<file path="src/rtl/pir_pkg.sv">
// ----------------------------------------------------------------------------
// pir_pkg
// Types, codes and helpers shared by the integer parser modules.
// ----------------------------------------------------------------------------
`default_nettype none

package pir_pkg;

	localparam int MAX_LENGTH = 4096;
	localparam int CAP_INT    = (MAX_LENGTH - 1 > 4095) ? 4095 : MAX_LENGTH - 1;
	localparam logic [11:0] COUNT_CAP = 12'(CAP_INT);

	localparam logic [2:0] PH_IDLE   = 3'd0;
	localparam logic [2:0] PH_LEAD   = 3'd1;
	localparam logic [2:0] PH_SIGNED = 3'd2;
	localparam logic [2:0] PH_ZERO   = 3'd3;
	localparam logic [2:0] PH_PREFIX = 3'd4;
	localparam logic [2:0] PH_DIGITS = 3'd5;

	localparam logic REG_RADIX  = 1'b0;
	localparam logic REG_SIGNED = 1'b1;

	localparam logic [7:0] CH_SPACE = 8'h20;
	localparam logic [7:0] CH_TAB   = 8'h09;
	localparam logic [7:0] CH_PLUS  = 8'h2B;
	localparam logic [7:0] CH_MINUS = 8'h2D;
	localparam logic [7:0] CH_ZERO  = 8'h30;
	localparam logic [7:0] CH_NINE  = 8'h39;
	localparam logic [7:0] CH_LO_A  = 8'h61;
	localparam logic [7:0] CH_LO_F  = 8'h66;
	localparam logic [7:0] CH_UP_A  = 8'h41;
	localparam logic [7:0] CH_UP_F  = 8'h46;
	localparam logic [7:0] CH_LO_X  = 8'h78;
	localparam logic [7:0] CH_UP_X  = 8'h58;

	localparam logic [5:0] BASE_8  = 6'd8;
	localparam logic [5:0] BASE_10 = 6'd10;
	localparam logic [5:0] BASE_16 = 6'd16;

	typedef struct packed {
		logic [5:0] radix;
		logic       signed_mode;
	} cfg_t;

	typedef struct packed {
		logic [2:0]  phase;
		logic [63:0] acc;
		logic [11:0] count;
		logic        minus;
		logic [5:0]  base;
	} state_t;

	typedef struct packed {
		logic        valid;
		logic [63:0] value;
		logic [11:0] offset;
	} res_t;

	typedef struct packed {
		logic       ok;
		logic [3:0] value;
	} digit_t;

	function automatic digit_t digit_of(input logic [7:0] c);
		digit_t d;
		d.ok    = 1'b1;
		d.value = 4'd0;
		if (c >= CH_ZERO && c <= CH_NINE) begin
			d.value = 4'(c - CH_ZERO);
		end else if (c >= CH_LO_A && c <= CH_LO_F) begin
			d.value = 4'(c - CH_LO_A + 8'd10);
		end else if (c >= CH_UP_A && c <= CH_UP_F) begin
			d.value = 4'(c - CH_UP_A + 8'd10);
		end else begin
			d.ok = 1'b0;
		end
		return d;
	endfunction

endpackage

`default_nettype wire

</file>
<file path="src/rtl/pir_cfg.sv">
// ----------------------------------------------------------------------------
// pir_cfg
// Configuration registers: radix and signed mode.
// ----------------------------------------------------------------------------
`default_nettype none

module pir_cfg (
	input  wire logic       clk,
	input  wire logic       arst_n,
	input  wire logic       cfg_valid,
	output logic            cfg_ready,
	input  wire logic       cfg_index,
	input  wire logic [5:0] cfg_data,
	output pir_pkg::cfg_t   cfg
);

	logic [5:0] radix_q;
	logic       signed_q;

	assign cfg_ready       = 1'b1;
	assign cfg.radix       = radix_q;
	assign cfg.signed_mode = signed_q;

	always_ff @(posedge clk or negedge arst_n) begin
		if (!arst_n) begin
			radix_q  <= 6'd0;
			signed_q <= 1'b0;
		end else if (cfg_valid) begin
			case (cfg_index)
				pir_pkg::REG_RADIX:  radix_q  <= cfg_data;
				pir_pkg::REG_SIGNED: signed_q <= cfg_data[0];
				default: ;
			endcase
		end
	end

endmodule

`default_nettype wire

</file>
<file path="src/rtl/pir_step.sv">
// ----------------------------------------------------------------------------
// pir_step
// Next-state and result logic for one character of the string.
// ----------------------------------------------------------------------------
`default_nettype none

module pir_step (
	input  wire logic [7:0] char_code,
	input  wire logic       first_of_string,
	input  pir_pkg::cfg_t   cfg,
	input  pir_pkg::state_t cur,
	output pir_pkg::state_t nxt,
	output pir_pkg::res_t   res
);

	pir_pkg::state_t st;
	pir_pkg::digit_t dg;
	logic [11:0]     count_inc;
	logic            blank;
	logic            is_sign;
	logic            lead_phase;
	logic            auto_or_hex;
	logic [5:0]      lead_base;
	logic [5:0]      base_eff;
	logic [63:0]     acc_src;
	logic [69:0]     prod;
	logic            digit_fits;
	logic [63:0]     acc_signed;

	always_comb begin
		if (first_of_string) begin
			st.phase = pir_pkg::PH_LEAD;
			st.acc   = 64'd0;
			st.count = 12'd0;
			st.minus = 1'b0;
			st.base  = 6'd0;
		end else begin
			st = cur;
		end
	end

	assign dg          = pir_pkg::digit_of(char_code);
	assign count_inc   = (st.count < pir_pkg::COUNT_CAP) ? st.count + 12'd1 : st.count;
	assign blank       = (char_code == pir_pkg::CH_SPACE) || (char_code == pir_pkg::CH_TAB);
	assign is_sign     = (char_code == pir_pkg::CH_PLUS) || (char_code == pir_pkg::CH_MINUS);
	assign lead_phase  = (st.phase == pir_pkg::PH_LEAD) || (st.phase == pir_pkg::PH_SIGNED);
	assign auto_or_hex = (cfg.radix == 6'd0) || (cfg.radix == pir_pkg::BASE_16);

	always_comb begin
		if (cfg.radix == 6'd0) begin
			lead_base = pir_pkg::BASE_10;
		end else begin
			lead_base = cfg.radix;
		end
	end

	assign base_eff   = lead_phase ? lead_base : st.base;
	assign acc_src    = lead_phase ? 64'd0 : st.acc;
	assign prod       = acc_src * base_eff + 70'(dg.value);
	assign digit_fits = dg.ok && ({2'b00, dg.value} < base_eff);
	assign acc_signed = st.minus ? (64'd0 - st.acc) : st.acc;

	always_comb begin
		nxt        = st;
		res.valid  = 1'b0;
		res.value  = 64'd0;
		res.offset = 12'd0;
		case (st.phase)
			pir_pkg::PH_LEAD, pir_pkg::PH_SIGNED: begin
				if (blank) begin
					nxt.count = count_inc;
				end else if (st.phase == pir_pkg::PH_LEAD && cfg.signed_mode && is_sign) begin
					nxt.minus = (char_code == pir_pkg::CH_MINUS);
					nxt.count = count_inc;
					nxt.phase = pir_pkg::PH_SIGNED;
				end else if (auto_or_hex && char_code == pir_pkg::CH_ZERO) begin
					nxt.acc   = 64'd0;
					nxt.base  = (cfg.radix == 6'd0) ? pir_pkg::BASE_8 : pir_pkg::BASE_16;
					nxt.count = count_inc;
					nxt.phase = pir_pkg::PH_ZERO;
				end else if (digit_fits) begin
					nxt.acc   = prod[63:0];
					nxt.base  = base_eff;
					nxt.count = count_inc;
					nxt.phase = pir_pkg::PH_DIGITS;
				end else begin
					nxt.acc   = 64'd0;
					nxt.base  = base_eff;
					nxt.minus = 1'b0;
					nxt.phase = pir_pkg::PH_IDLE;
					res.valid = 1'b1;
				end
			end
			pir_pkg::PH_ZERO: begin
				if (char_code == pir_pkg::CH_LO_X || char_code == pir_pkg::CH_UP_X) begin
					nxt.base  = pir_pkg::BASE_16;
					nxt.count = count_inc;
					nxt.phase = pir_pkg::PH_PREFIX;
				end else if (digit_fits) begin
					nxt.acc   = prod[63:0];
					nxt.count = count_inc;
					nxt.phase = pir_pkg::PH_DIGITS;
				end else begin
					nxt.phase  = pir_pkg::PH_IDLE;
					res.valid  = 1'b1;
					res.value  = acc_signed;
					res.offset = st.count;
				end
			end
			pir_pkg::PH_PREFIX: begin
				if (dg.ok) begin
					nxt.acc   = {60'd0, dg.value};
					nxt.count = count_inc;
					nxt.phase = pir_pkg::PH_DIGITS;
				end else begin
					nxt.minus  = 1'b0;
					nxt.phase  = pir_pkg::PH_IDLE;
					res.valid  = 1'b1;
					res.offset = st.count - 12'd1;
				end
			end
			pir_pkg::PH_DIGITS: begin
				if (digit_fits) begin
					nxt.acc   = prod[63:0];
					nxt.count = count_inc;
				end else begin
					nxt.phase  = pir_pkg::PH_IDLE;
					res.valid  = 1'b1;
					res.value  = acc_signed;
					res.offset = st.count;
				end
			end
			default: ;
		endcase
	end

endmodule

`default_nettype wire

</file>
<file path="src/rtl/parse_integer_radix_unit.sv">
// ----------------------------------------------------------------------------
// parse_integer_radix_unit
// Streaming integer parser: one character per word, one result per number.
// ----------------------------------------------------------------------------
//  channel  handshake              payload
//  in       in_valid / in_ready    char_code[7:0], first_of_string
//  out      out_valid / out_ready  parsed_value[63:0], end_offset[11:0]
//  cfg      cfg_valid / cfg_ready  cfg_index (0 radix, 1 signed_mode), cfg_data[5:0]
//
//  One character per cycle unless stalled: input register, then one pass through the
//  multiply-add by the base (64 x 6 bits) into the parser state and result register.
//  A result is registered as its terminating character leaves the input register.
//  Reset clears the configuration to radix 0, unsigned, and idles the parser.
//  A stalled result holds the input register, which takes at most one more word.
// ----------------------------------------------------------------------------
`default_nettype none

module parse_integer_radix_unit (
	input  wire logic        clk,
	input  wire logic        arst_n,
	input  wire logic        in_valid,
	output logic             in_ready,
	input  wire logic [7:0]  char_code,
	input  wire logic        first_of_string,
	output logic             out_valid,
	input  wire logic        out_ready,
	output logic [63:0]      parsed_value,
	output logic [11:0]      end_offset,
	input  wire logic        cfg_valid,
	output logic             cfg_ready,
	input  wire logic        cfg_index,
	input  wire logic [5:0]  cfg_data
);

	pir_pkg::cfg_t   cfg;
	pir_pkg::state_t state_q;
	pir_pkg::state_t state_nxt;
	pir_pkg::res_t   res;

	logic        valid_s1;
	logic [7:0]  char_s1;
	logic        first_s1;
	logic        advance;
	logic        out_valid_q;
	logic [63:0] value_q;
	logic [11:0] offset_q;

	pir_cfg u_cfg (
		.clk       (clk),
		.arst_n    (arst_n),
		.cfg_valid (cfg_valid),
		.cfg_ready (cfg_ready),
		.cfg_index (cfg_index),
		.cfg_data  (cfg_data),
		.cfg       (cfg)
	);

	pir_step u_step (
		.char_code       (char_s1),
		.first_of_string (first_s1),
		.cfg             (cfg),
		.cur             (state_q),
		.nxt             (state_nxt),
		.res             (res)
	);

	assign advance  = valid_s1 && (!out_valid_q || out_ready);
	assign in_ready = !valid_s1 || advance;

	always_ff @(posedge clk or negedge arst_n) begin
		if (!arst_n) begin
			valid_s1 <= 1'b0;
		end else if (in_ready) begin
			valid_s1 <= in_valid;
		end
	end

	always_ff @(posedge clk) begin
		if (in_ready && in_valid) begin
			char_s1  <= char_code;
			first_s1 <= first_of_string;
		end
	end

	always_ff @(posedge clk or negedge arst_n) begin
		if (!arst_n) begin
			state_q.phase <= pir_pkg::PH_IDLE;
			state_q.acc   <= 64'd0;
			state_q.count <= 12'd0;
			state_q.minus <= 1'b0;
			state_q.base  <= 6'd0;
		end else if (advance) begin
			state_q <= state_nxt;
		end
	end

	always_ff @(posedge clk or negedge arst_n) begin
		if (!arst_n) begin
			out_valid_q <= 1'b0;
		end else if (advance && res.valid) begin
			out_valid_q <= 1'b1;
		end else if (out_ready) begin
			out_valid_q <= 1'b0;
		end
	end

	always_ff @(posedge clk) begin
		if (advance && res.valid) begin
			value_q  <= res.value;
			offset_q <= res.offset;
		end
	end

	assign out_valid    = out_valid_q;
	assign parsed_value = value_q;
	assign end_offset   = offset_q;

endmodule

`default_nettype wire

</file>
<file path="config.mk">
export PLATFORM = sky130hd
export DESIGN_NAME = parse_integer_radix_unit
export DESIGN_NICKNAME = d
export VERILOG_FILES = /design/src/rtl/pir_pkg.sv /design/src/rtl/pir_cfg.sv /design/src/rtl/pir_step.sv /design/src/rtl/parse_integer_radix_unit.sv
export SDC_FILE = /design/constraint.sdc
export NUM_CORES = 1
export LEC_CHECK = 0
export BUFFER_PORTS_ARGS = -buffer_cell sky130_fd_sc_hd__buf_2
export CORE_MARGIN = 10
export CORE_UTILIZATION = 60
export DETAILED_ROUTE_END_ITERATION = 6
export PLACE_DENSITY = 0.78
export SETUP_SLACK_MARGIN = 0.5
export SLEW_MARGIN = 0
export SYNTH_ARGS = -nofsm -noshare
export SYNTH_HDL_FRONTEND = slang
export SYNTH_SLANG_ARGS = --single-unit
export TNS_END_PERCENT = 5
</file>
<file path="constraint.sdc">
create_clock -name clk -period 7.9 [get_ports clk]
set_clock_uncertainty 0.15 [all_clocks]
set_input_delay 0.79 -clock clk [delete_from_list [all_inputs] [get_ports clk]]
set_output_delay 0.79 -clock clk [all_outputs]
set_load 0.005 [all_outputs]
</file>
# --- After elaboration in Yosys (flattened, before gate mapping) ---
# Index checks and enable logic that the tools add are counted.
word_totals:
  latch_bits: 0
  ramBits: 0
  reg_bits: 180
  out_inout_bits: 79
  in_bits: 21
  mem_bits_ro: 0
  mem_count: 0
op_classes:
  mul: 1
  order_cmp: 8
  n_bitwise: 1
  reduce_logical: 24
  addsub: 9
  n_div: 0
  n_eq_ne: 13
  shift: 0
  n_mux: 52
ops:
  columns: ["operator", "n"]
  rows:
  - ["79-bit one-hot mux with 4 select lines", 1]
  - ["64-bit 2-to-1 mux", 4]
  - ["77-bit 2-to-1 mux", 2]
  - ["76-bit 2-to-1 mux", 2]
  - ["67-bit 2-to-1 mux", 2]
  - ["64-bit one-hot mux with 2 select lines", 1]
  - ["86-bit 2-to-1 mux", 1]
  - ["79-bit 2-to-1 mux", 1]
  - ["64-bit by 4-bit adder with 64-bit output", 1]
  - ["64-bit by 6-bit multiplier with 64-bit output", 1]
  - ["1-bit by 64-bit subtractor with 64-bit output (first input constant)", 1]
  - ["12-bit 2-to-1 mux", 5]
  - ["12-bit one-hot mux with 3 select lines", 1]
  - ["8-bit by 6-bit equality test with 1-bit output (second input constant)", 4]
  - ["6-bit 2-to-1 mux", 5]
  - ["8-bit by 7-bit equality test with 1-bit output (second input constant)", 2]
  - ["8-bit by 7-bit >= comparator with 1-bit output (second input constant)", 2]
  - ["8-bit by 7-bit <= comparator with 1-bit output (second input constant)", 2]
  - ["3-bit 2-to-1 mux", 5]
  - ["1-bit 2-to-1 mux", 13]
  - ["13-bit 2-to-1 mux", 1]
  - ["12-bit by 1-bit adder with 12-bit output (second input constant)", 1]
  - ["12-bit < comparator (second input constant)", 1]
  - ["4-bit 2-to-1 mux", 3]
  - ["other kinds (24)", 46]

# --- Logic depth before layout (Yosys ltp) ---
# Gate-level depths: netlist of run 1.
depth:
  ltp_word: 14
  depth_mapped: 24
  mapped_depth_nobuf: 22

# --- Modules after synthesis ---
# From an unflattened synthesis of run 1, not the netlist that was laid out.
hier_totals:
  hier_cells: 2401
  area_unflattened_um2: 22445.3
by_module_without_submodules:
  columns: ["module", "n_inst", "cells_each", "area_per_inst_um2", "seq_area_each_um2"]
  rows:
  - ["pir_step", 1, 2104, 16077.9, 0.0]
  - ["parse_integer_radix_unit", 1, 277, 6043.3, 4754.6]
  - ["pir_cfg", 1, 20, 324.1, 175.2]

# --- Least setup slack after synthesis of run 1 ---
# Ideal clock, no wire load.
synth_timing:
  path_kind: "reg2reg"
  start: "register first_s1"
  end: "register state_q[76] in the netlist's numbering"
  path_stages_with_launch: 25
  arrival_time_ns: 6.524
  path_slack_ns: 1.105
  path_cell_list: "edfxtp_1 clkbuf_1 buf_1 buf_2 clkbuf_1 clkbuf_1 clkbuf_1 nor2b_1 nand2_1 fa_1 fa_1 inv_1 fa_1 ha_1 ha_1 a211o_1 a31o_2 a211oi_1 nor4b_1 o2111ai_1 a21boi_0 o21ai_0 a211oi_1 or3_1 a32o_1"
synth_via:
  elab_chain_cells: 11
  elab_cells_between_ends: 24
  classes_between: "1 x add/sub; 1 x mul; 1 x order compare; 5 x eq/ne; 11 x mux; 5 x reduce/logical"
synth_lines:
  columns: ["item", "line", "rtl"]
  rows:
  - ["from (decl)", "parse_integer_radix_unit.sv:42", "logic first_s1;"]
  - ["from (signal assigned)", "parse_integer_radix_unit.sv:81", "first_s1 <= first_of_string;"]
  - ["86-bit 2-to-1 mux (*)", "pir_step.sv:31", "if (first_of_string) begin"]
  - ["3-bit by 1-bit equality test with 1-bit output / 3-bit by 2-bit equality test with 1-bit output (equally long branches)", "pir_step.sv:46, pir_step.sv:68, pir_step.sv:72", null]
  - ["1-bit logical OR", "pir_step.sv:46", "assign lead_phase = (st.phase == pir_pkg::PH_LEAD) || (st.phase == pir_pkg::PH_SIGNED);"]
  - ["64-bit 2-to-1 mux / 6-bit 2-to-1 mux (equally long branches)", "pir_step.sv:58, pir_step.sv:57", null]
  - ["64-bit by 6-bit multiplier with 64-bit output / 4-bit by 6-bit < comparator with 1-bit output (equally long branches)", "pir_step.sv:59, pir_step.sv:60", null]
  - ["64-bit by 4-bit adder with 64-bit output / 1-bit logical AND (equally long branches)", "pir_step.sv:59, pir_step.sv:60", null]
  - ["67-bit 2-to-1 mux", "pir_step.sv:81", "end else if (digit_fits) begin"]
  - ["79-bit 2-to-1 mux", "pir_step.sv:76", "end else if (auto_or_hex && char_code == pir_pkg::CH_ZERO) begin"]
  - ["64-bit 2-to-1 mux", "pir_step.sv:72", "end else if (st.phase == pir_pkg::PH_LEAD && cfg.signed_mode && is_sign) begin"]
  - ["67-bit 2-to-1 mux", "pir_step.sv:70", "if (blank) begin"]
  - ["79-bit one-hot mux with 4 select lines (*)", "pir_step.sv:68", "case (st.phase)"]
  - ["to (signal assigned)", "parse_integer_radix_unit.sv:93", "state_q <= state_nxt;"]
  - ["to (decl)", "parse_integer_radix_unit.sv:36", "pir_pkg::state_t state_q;"]
# Mark *: on every way between the ends. The rest lies on a longest branch, timed or not.
# A chain may end at the register's enable or synchronous reset.

# --- Worst setup path in the final report of run 1 ---
layout_timing:
  start: "register state_q[84] in the netlist's numbering"
  end: "register state_q[69] in the netlist's numbering"
layout_via:
  elab_chain_cells: 11
  elab_cells_between_ends: 23
  classes_between: "1 x add/sub; 1 x mul; 1 x order compare; 5 x eq/ne; 10 x mux; 5 x reduce/logical"
layout_lines:
  columns: ["item", "line"]
  rows:
  - ["86-bit 2-to-1 mux (*)", "pir_step.sv:31"]
  - ["3-bit by 1-bit equality test with 1-bit output / 3-bit by 2-bit equality test with 1-bit output (equally long branches)", "pir_step.sv:46, pir_step.sv:68, pir_step.sv:72"]
  - ["1-bit logical OR", "pir_step.sv:46"]
  - ["64-bit 2-to-1 mux / 6-bit 2-to-1 mux (equally long branches)", "pir_step.sv:58, pir_step.sv:57"]
  - ["64-bit by 6-bit multiplier with 64-bit output / 4-bit by 6-bit < comparator with 1-bit output (equally long branches)", "pir_step.sv:59, pir_step.sv:60"]
  - ["64-bit by 4-bit adder with 64-bit output / 1-bit logical AND (equally long branches)", "pir_step.sv:59, pir_step.sv:60"]
  - ["67-bit 2-to-1 mux", "pir_step.sv:81"]
  - ["79-bit 2-to-1 mux", "pir_step.sv:76"]
  - ["64-bit 2-to-1 mux", "pir_step.sv:72"]
  - ["67-bit 2-to-1 mux", "pir_step.sv:70"]
  - ["79-bit one-hot mux with 4 select lines (*)", "pir_step.sv:68"]
# Marks and branches as above.

==> impl_results.md, run 1 <==
* Status: finished clean
* Total CTS buffers at 17
* Critical path arrival at 7.32 ns
* Die Y at 207 um
* CTS sink cnt at 180
* Area growth syn-to-layout at 7.08%
* Hpwl dp at 50800 um
* CP delay by family, top: adder cells
* RSZ-0062 raised after global routing: false
* Largest family of logic cells by synthesized area: adder cells
* CTS tree: built
* First-pass GRT wire length at 105000 um
* Clk network pwr share at 34.7%
* Die Span X at 207 um
* Synth Area in Adders at 31.1%
* RR Endpoint: state_q[69]
* Gate Count Post-Synth at 2378
* Multiplexer share of the synthesized area at 0.925%
* Hold Buf Count CTS at 0
* Syn avg cell area at 8.82 um^2
* Post-synthesis compound-gate area fraction at 15.7%
* H-tree depth at 4
* Pre-CTS WS at 0.450 ns
* First DRT Iteration DRCs at 1994
* Port buffer count at 98
* Logic pwr share at 20.1%
* Hold crit path type: in2async
* DRT antenna net count at 0
* Worst reg2reg path depth at 22
* FF-to-FF Start: state_q[84]
* Slowest stage delay, CP at 0.59 ns
* CP required at 8.11 ns
* Post-synth EDFFs at 85
* Flops & latches, synth at 180
* Ys async rst share at 52.8%
* Post-synth cell types at 85
* Leakage at 0.0106 uW
* Pint at 1560 uW
* Pwr/cell area at 106 nW/um^2
* Share of total power in sequential cells at 45.2%
* Final net count at 2802
* Drt total wl at 65600 um
* Total GRT Usage at 31.4%
* Full die area at 42800 um^2
* CP bufs+invs at 3
* Clock latency on the worst-skew pair at 0.46 ns
* Synthesized Nets at 2777
* Fillers at 2927
* CP max-delay cell: fa_1
* Setup TNS at 0 ns
* Top Ports at 100
* Final Hold Fails at 0
* Detailed Routing Iterations Pass 1 at 6
* Post-route DRC at 0
* Max-cap violations at 0
* CP endpoint kind: flip-flop
* Vias post-DR at 18600
* Tcrit/Tclk final at 89.9%
* # Post-CTS Setup Buffers at 0
* Share of cells above drive strength 1 at 9.27%
* Row count at 68
* Final min period at 7.10 ns
* Least-Margin Pin Slew at 1.11 ns
* Total grt overflow at 0
* Slew Viols, Final at 0
* Non-Filler Instances at 2871
* Switch share at 34.5%
* Synthesized area at 21000 um^2
* Clock buffer depth at 2
* Clock transition at path regs at 0.08 ns
* Sequential area share after synthesis at 23.5%
* Vias/cell at 6.48
* Slew HR at 24.8%
* Psw at 819 uW
* Largest net degree at the start of global routing at 75
* Prevailing post-synth register cell: dfrtp_1
* CTS root buf: clkbuf_16
* Peak supply drop at 0.166 mV
* WL/cell at 22.8 um
* Finish-stage setup viols at 0
* Crit path launch type: flip-flop
* Yosys Warn Count at 0
* XOR/XNOR share of the synthesized area at 5.37%
* Post-synthesis simple-gate area fraction at 19.7%
* Maximum clock frequency at 141 MHz
* Number of global-route vias before repair at 18600
* Setup CP Type: reg2reg
* Max FO, Critical Path at 34
* Initial core utilization at 60.7%
* Worst Setup Slack, final at 0.796 ns
* Final RePlAce weighted congestion at 0.993
* R2R Setup Slk at 0.80 ns
* CP Cell Sequence: xnor2_1, nor2_1, nor2_1, buf_4, nand2_4, buf_6, nor2_1, fa_1, fa_1, fa_1, ha_1, ha_1, a21oi_1, o21ai_0, inv_1, a211oi_1, a21oi_1, o21ai_0, a21boi_0, xnor2_1, o21ai_0, o211ai_1
* ANT cells at 0
* Initial antenna violation count at 0
* Placed cell count at 2839
* Core ar. at 34500 um^2
[worst register-to-register path, cell delays in order (launching register included)]
cell and delay, ns:
dfrtp_1 0.45, xnor2_1 0.32, nor2_1 0.11, nor2_1 0.19, buf_4 0.20, nand2_4 0.18
buf_6 0.28, nor2_1 0.22, fa_1 0.48, fa_1 0.59, fa_1 0.42, ha_1 0.29
ha_1 0.48, a21oi_1 0.12, o21ai_0 0.40, inv_1 0.08, a211oi_1 0.42, a21oi_1 0.15
o21ai_0 0.57, a21boi_0 0.27, xnor2_1 0.30, o21ai_0 0.20, o211ai_1 0.12
[cells by family after synthesis]
| family | Yosys count |
|---|---|
| mux | 18 |
| simple gates | 955 |
| buf+inv | 204 |
| xor+xnor | 127 |
| fa+ha+maj | 378 |
| other cells | 1 |
| compound gates | 515 |
| flops | 180 |
[worst max path at each step]
stage / startpoint / end / cells past startpoint
detailed placement: state_q[83] / state_q[78] / 21
global route: state_q[83] / state_q[69] / 22
global placement: state_q[83] / state_q[78] / 21
CTS: state_q[84] / state_q[78] / 22
finish: state_q[84] / state_q[69] / 22
floorplan: first_s1 / state_q[76] / 24
[registers in the layout (all words and copies together), names as in the netlist]
signal	flops
u_cfg.signed_q	1
first_s1	1
end_offset	12
parsed_value	64
state_q	86
char_s1	8
out_valid	1
valid_s1	1
u_cfg.radix_q	6
[synth_stat cells (all sizes together) (5+ instances only)]
master  count  area share (%)
and2       20            0.60
xnor2      44             1.8
o211ai      8            0.31
buf        21            0.48
nor2      465             8.3
nand2     284             5.1
a211o       7            0.29
nor4       11            0.36
edfxtp     85              12
dfrtp      95              11
and3       19            0.57
xor2       82             3.4
a31oi      17            0.51
o41ai       7            0.29
a31o        8            0.33
a211oi     18            0.67
nor2b      23            0.69
ha        140             8.4
a21boi      9            0.32
nand4      25            0.75
a32o        5            0.24
inv        70             1.3
a21oi     120             2.9
or3        11            0.38
o31ai      30             1.1
a21o       34             1.2
nor3       30            0.82
mux2       11            0.59
a41oi       6            0.25
o21bai     16            0.68
o21ai     169             4.0
o21a       15            0.54
nand3      30            0.72
clkbuf    112             2.0
a22o       11            0.46
nand2b     10            0.30
fa        238              23
or4         8            0.34
mux2i       7            0.33
[cell usage in the layout, fill, tap and decap left out, types with 10 or more instances in the layout]
master / instances
nor2b_1: 23
a22o_1: 11
nand2b_1: 10
and2_1: 18
a31oi_1: 17
a21oi_1: 119
nand2_1: 276
buf_2: 97
o21ai_0: 161
xnor2_1: 44
nand4_1: 25
a211oi_1: 17
ha_1: 140
clkbuf_16: 17
buf_4: 39
o21a_1: 15
fa_1: 238
edfxtp_1: 85
o21bai_1: 14
and3_1: 19
inv_1: 70
mux2_2: 11
nor4_1: 10
o31ai_1: 28
nor2_1: 463
dfrtp_1: 94
xor2_1: 82
nand3_1: 30
a21o_1: 34
nor3_1: 27
[layer usage]
layer | vias to the layer above | part of all wire, % | GRT usage, %
met3 | 122 | 11 | 6.71
met5 | - | 0 | 0
met4 | 0 | 3.1 | 10.3
li1 | 8210 | - | -
met1 | 9195 | 41 | 43.7
met2 | 1088 | 45 | 48.0
[power groups by stage]
stage	Combinational, uW	Sequential [uW]	Clock (uW)
after detailed placement	454	1090	0
after global placement	445	1090	0
final	476	1070	825
after floorplan	264	1070	0
after CTS	459	1070	823
after global routing	503	1080	862
[what timing repair did]
item | 4_1_cts | 5_1_grt
pin swaps | 0 | 0
endpoints found under the setup margin | 1 | 11
resized for setup | 5 | 12
[metrics by stage]
| step | total power (uW) | hold slack (ns) | area (um^2) | util, % |
|---|---|---|---|---|
| after floorplan | 1340 | 0.329 | 21000 | - |
| after global placement | 1530 | 0.347 | 21800 | 63.3 |
| after detailed placement | 1540 | 0.386 | 21800 | 63.3 |
| after CTS | 2350 | 0.107 | 22400 | 64.9 |
| after global routing | 2440 | 0.119 | 22500 | 65.0 |
| final | 2380 | 0.106 | 22500 | 65.0 |
[area by class of cell]
cell class | instances | area [um^2] | area share, %
multi-input cells | 1994 | 15300 | 68.3
flip-flops and latches | 180 | 4930 | 22.0
repair buffers | 139 | 812 | 3.62
well taps | 455 | 569 | 2.54
clock buffers | 22 | 454 | 2.02
inverters | 71 | 267 | 1.19
clock inverters | 10 | 78.8 | 0.351
(Power assumes the default switching activity.)
==> run 2: changes to the inputs <==
- CORE_ASPECT_RATIO: not set -> 0.8
- GPL_ROUTABILITY_DRIVEN: not set -> 0
==> run 2 against run 1 <==
Against the previous run:
- sequential power about the same
- combinational power about the same
- largest power group unchanged
- sequential share of layout area about the same
- highest routed layer is now met5
==> impl_results.md, run 2 (synthesis gave the netlist of run 1 again) <==
* Hold Buf Count CTS at 0 (unchanged)
* RSZ-0062 raised after global routing: true (was false)
* Switch share at 34.7% (was 34.5%)
* Finish-stage setup viols at 0 (unchanged)
* Least-Margin Pin Slew at 1.18 ns (was 1.11 ns)
* Area growth syn-to-layout at 7.20% (was 7.08%)
* Pint at 1590 uW (was 1560 uW)
* FF-to-FF Start: state_q[84] (unchanged)
* Clock latency on the worst-skew pair at 0.47 ns (was 0.46 ns)
* Slew HR at 21.0% (was 24.8%)
* Die Span X at 229 um (was 207 um)
* ANT cells at 0 (unchanged)
* Commonest non-fill, non-tap cell in the layout: nor2_1 (unchanged)
* Crit path launch type: flip-flop (unchanged)
* Largest net degree at the start of global routing at 67 (was 75)
* CP max-delay cell: fa_1 (unchanged)
* Total CTS buffers at 17 (unchanged)
* R2R Setup Slk at 0.68 ns (was 0.80 ns)
* Drt total wl at 62300 um (was 65600 um)
* Max FO, Critical Path at 32 (was 34)
* H-tree depth at 4 (unchanged)
* GR Util met3 at 10.5% (was 6.71%)
* Pwr/cell area at 108 nW/um^2 (was 106 nW/um^2)
* Hold crit path type: in2async (unchanged)
* Setup CP Type: reg2reg (unchanged)
* Status: finished clean (unchanged)
* GRT Max-Usage Layer: met2 (unchanged)
* Final Hold Fails at 0 (unchanged)
* CTS sink cnt at 180 (unchanged)
* WL/cell at 21.6 um (was 22.8 um)
* Initial core utilization at 60.5% (was 60.7%)
* First DRT Iteration DRCs at 2631 (was 1994)
* Critical path arrival at 7.39 ns (was 7.32 ns)
* CP required at 8.07 ns (was 8.11 ns)
* Logic pwr share at 19.5% (was 20.1%)
* First-pass GRT wire length at 101000 um (was 105000 um)
* Number of global-route vias before repair at 18300 (was 18600)
* CP Cell Sequence: xnor2_1, nor2_1, nor2_1, buf_4, nand2_4, buf_12, nor2_1, fa_1, fa_1, fa_1, ha_1, ha_1, a21oi_1, o21ai_0, a221oi_1, nor3_1, a41oi_1, a21oi_1, a211o_1, a21oi_1, xor2_1, o21ai_0 (was xnor2_1, nor2_1, nor2_1, buf_4, nand2_4, buf_6, nor2_1, fa_1, fa_1, fa_1, ha_1, ha_1, a21oi_1, o21ai_0, inv_1, a211oi_1, a21oi_1, o21ai_0, a21boi_0, xnor2_1, o21ai_0, o211ai_1)
* Leakage at 0.0106 uW (about the same)
* Initial antenna violation count at 1 (was 0)
* Commonest cells after routing, fill and taps aside: 463 x nor2_1, 276 x nand2_1, 238 x fa_1, 161 x o21ai_0, 139 x ha_1 (was 463 x nor2_1, 276 x nand2_1, 238 x fa_1, 161 x o21ai_0, 140 x ha_1)
* Vias/cell at 6.50 (was 6.48)
* Vias post-DR at 18700 (was 18600)
* Worst reg2reg path depth at 22 (unchanged)
* Total GRT Usage at 29.2% (was 31.4%)
* RR Endpoint: state_q[79] (was state_q[69])
* Psw at 845 uW (was 819 uW)
* CTS tree: built (unchanged)
* Clock buffer depth at 2 (unchanged)
* Clk network pwr share at 36.5% (was 34.7%)
* Largest register FFs at 86 (unchanged)
* CTS root buf: clkbuf_16 (unchanged)
* CP endpoint kind: flip-flop (unchanged)
* DRT antenna net count at 0 (unchanged)
* Tcrit/Tclk final at 91.3% (was 89.9%)
* Core ar. at 34700 um^2 (was 34500 um^2)
* Crit. Startpoint: state_q[84] (unchanged)
* Slowest stage delay, CP at 0.57 ns (was 0.59 ns)
* Post-route DRC at 0 (unchanged)
* Detailed Routing Iterations Pass 1 at 6 (unchanged)
* Top Ports at 100 (unchanged)
* Share of cells above drive strength 1 at 9.21% (was 9.27%)
* Final min period at 7.22 ns (was 7.10 ns)
* Full die area at 42900 um^2 (was 42800 um^2)
* Met2 usage at 42.7% (was 48.0%)
* Total grt overflow at 0 (unchanged)
* Die Y at 187 um (was 207 um)
* Final net count at 2796 (was 2802)
* Top reg by flops: state_q (unchanged)
* Peak supply drop at 0.170 mV (was 0.166 mV)
* M1 GR Usage at 39.9% (was 43.7%)
* Clock transition at path regs at 0.08 ns (about the same)
* Max-cap violations at 0 (unchanged)
* Slew Viols, Final at 0 (unchanged)
* Maximum clock frequency at 139 MHz (was 141 MHz)
* Port buffer count at 98 (unchanged)
* Share of total power in sequential cells at 44.0% (was 45.2%)
* Setup TNS at 0 ns (unchanged)
* Hpwl dp at 48000 um (was 50800 um)
* Total power after layout at 2430 uW (was 2380 uW)
* Row count at 61 (was 68)
## run 2: cell count changes in the layout (fill, tap and decap cells not counted), moves of 2 or more
| cell | change |
|---|---|
| a211oi_1 | -2 |
| nand2_8 | -2 |
| a211oi_2 | +2 |
| clkbuf_1 | -4 |
| clkinv_8 | +2 |
| clkinvlp_4 | -3 |
| buf_12 | +2 |
| buf_4 | -5 |
| buf_6 | -3 |
| inv_8 | +4 |
| nand2_2 | +3 |
## run 2: repair_timing
action / in CTS / in global routing
endpoints found under the setup margin: 1 / 21
pin swaps: 0 / 0
setup buffers: 0 / 3
gates resized for setup: 1 / 11
endpoints found under the hold margin: 0 / 0
## run 2: worst max-delay path by stage
stage          cells past startpoint     endpoint
2_1_floorplan                     24  state_q[76]
3_3_place_gp                      19  state_q[81]
3_5_place_dp                      19  state_q[81]
4_1_cts                           21  state_q[81]
5_1_grt                           24  state_q[76]
6_report                          22  state_q[79]
## run 2: final cells by class
type / count / area [um^2]
multi-input cells: 1994 / 15300
clock inverters: 15 / 170
clock buffers: 17 / 425
repair buffers: 133 / 781
flip-flops and latches: 180 / 4930
well taps: 472 / 591
inverters: 71 / 269
fillers: 2758 / 12200
## run 2: layer usage
layer | vias up | wire length, um
met2 | 1261 | 26400
met1 | 9059 | 25200
met4 | 2 | 2030
met3 | 205 | 8660
li1 | 8205 | -
met5 | - | 13
## run 2: critical path: cells and delay by family, from the launching register on
kind            cells  cell delay, ns
fa+ha+maj           5            2.18
compound gates      8            2.30
xor+xnor            2            0.59
simple gates        5            0.85
flops               1            0.53
buf+inv             2            0.46
## run 2: stage by stage
stage	util (%)	std cells	worst slack [ns]	area, um^2	hold WS [ns]
after floorplan	-	2378	1.10	21000	0.329
after global placement	63.0	2847	0.628	21800	0.342
after detailed placement	63.0	2847	0.549	21800	0.350
after CTS	64.7	2879	0.595	22400	0.112
after global routing	64.9	2882	0.358	22500	0.129
final	64.9	2882	0.684	22500	0.115
## run 2: power by group through the flow
stage | registers (uW) | clock network (uW) | logic (uW)
finish | 1070 | 888 | 475
global route | 1070 | 928 | 502
CTS | 1070 | 891 | 456
detailed placement | 1080 | 0 | 452
global placement | 1080 | 0 | 443
floorplan | 1070 | 0 | 264
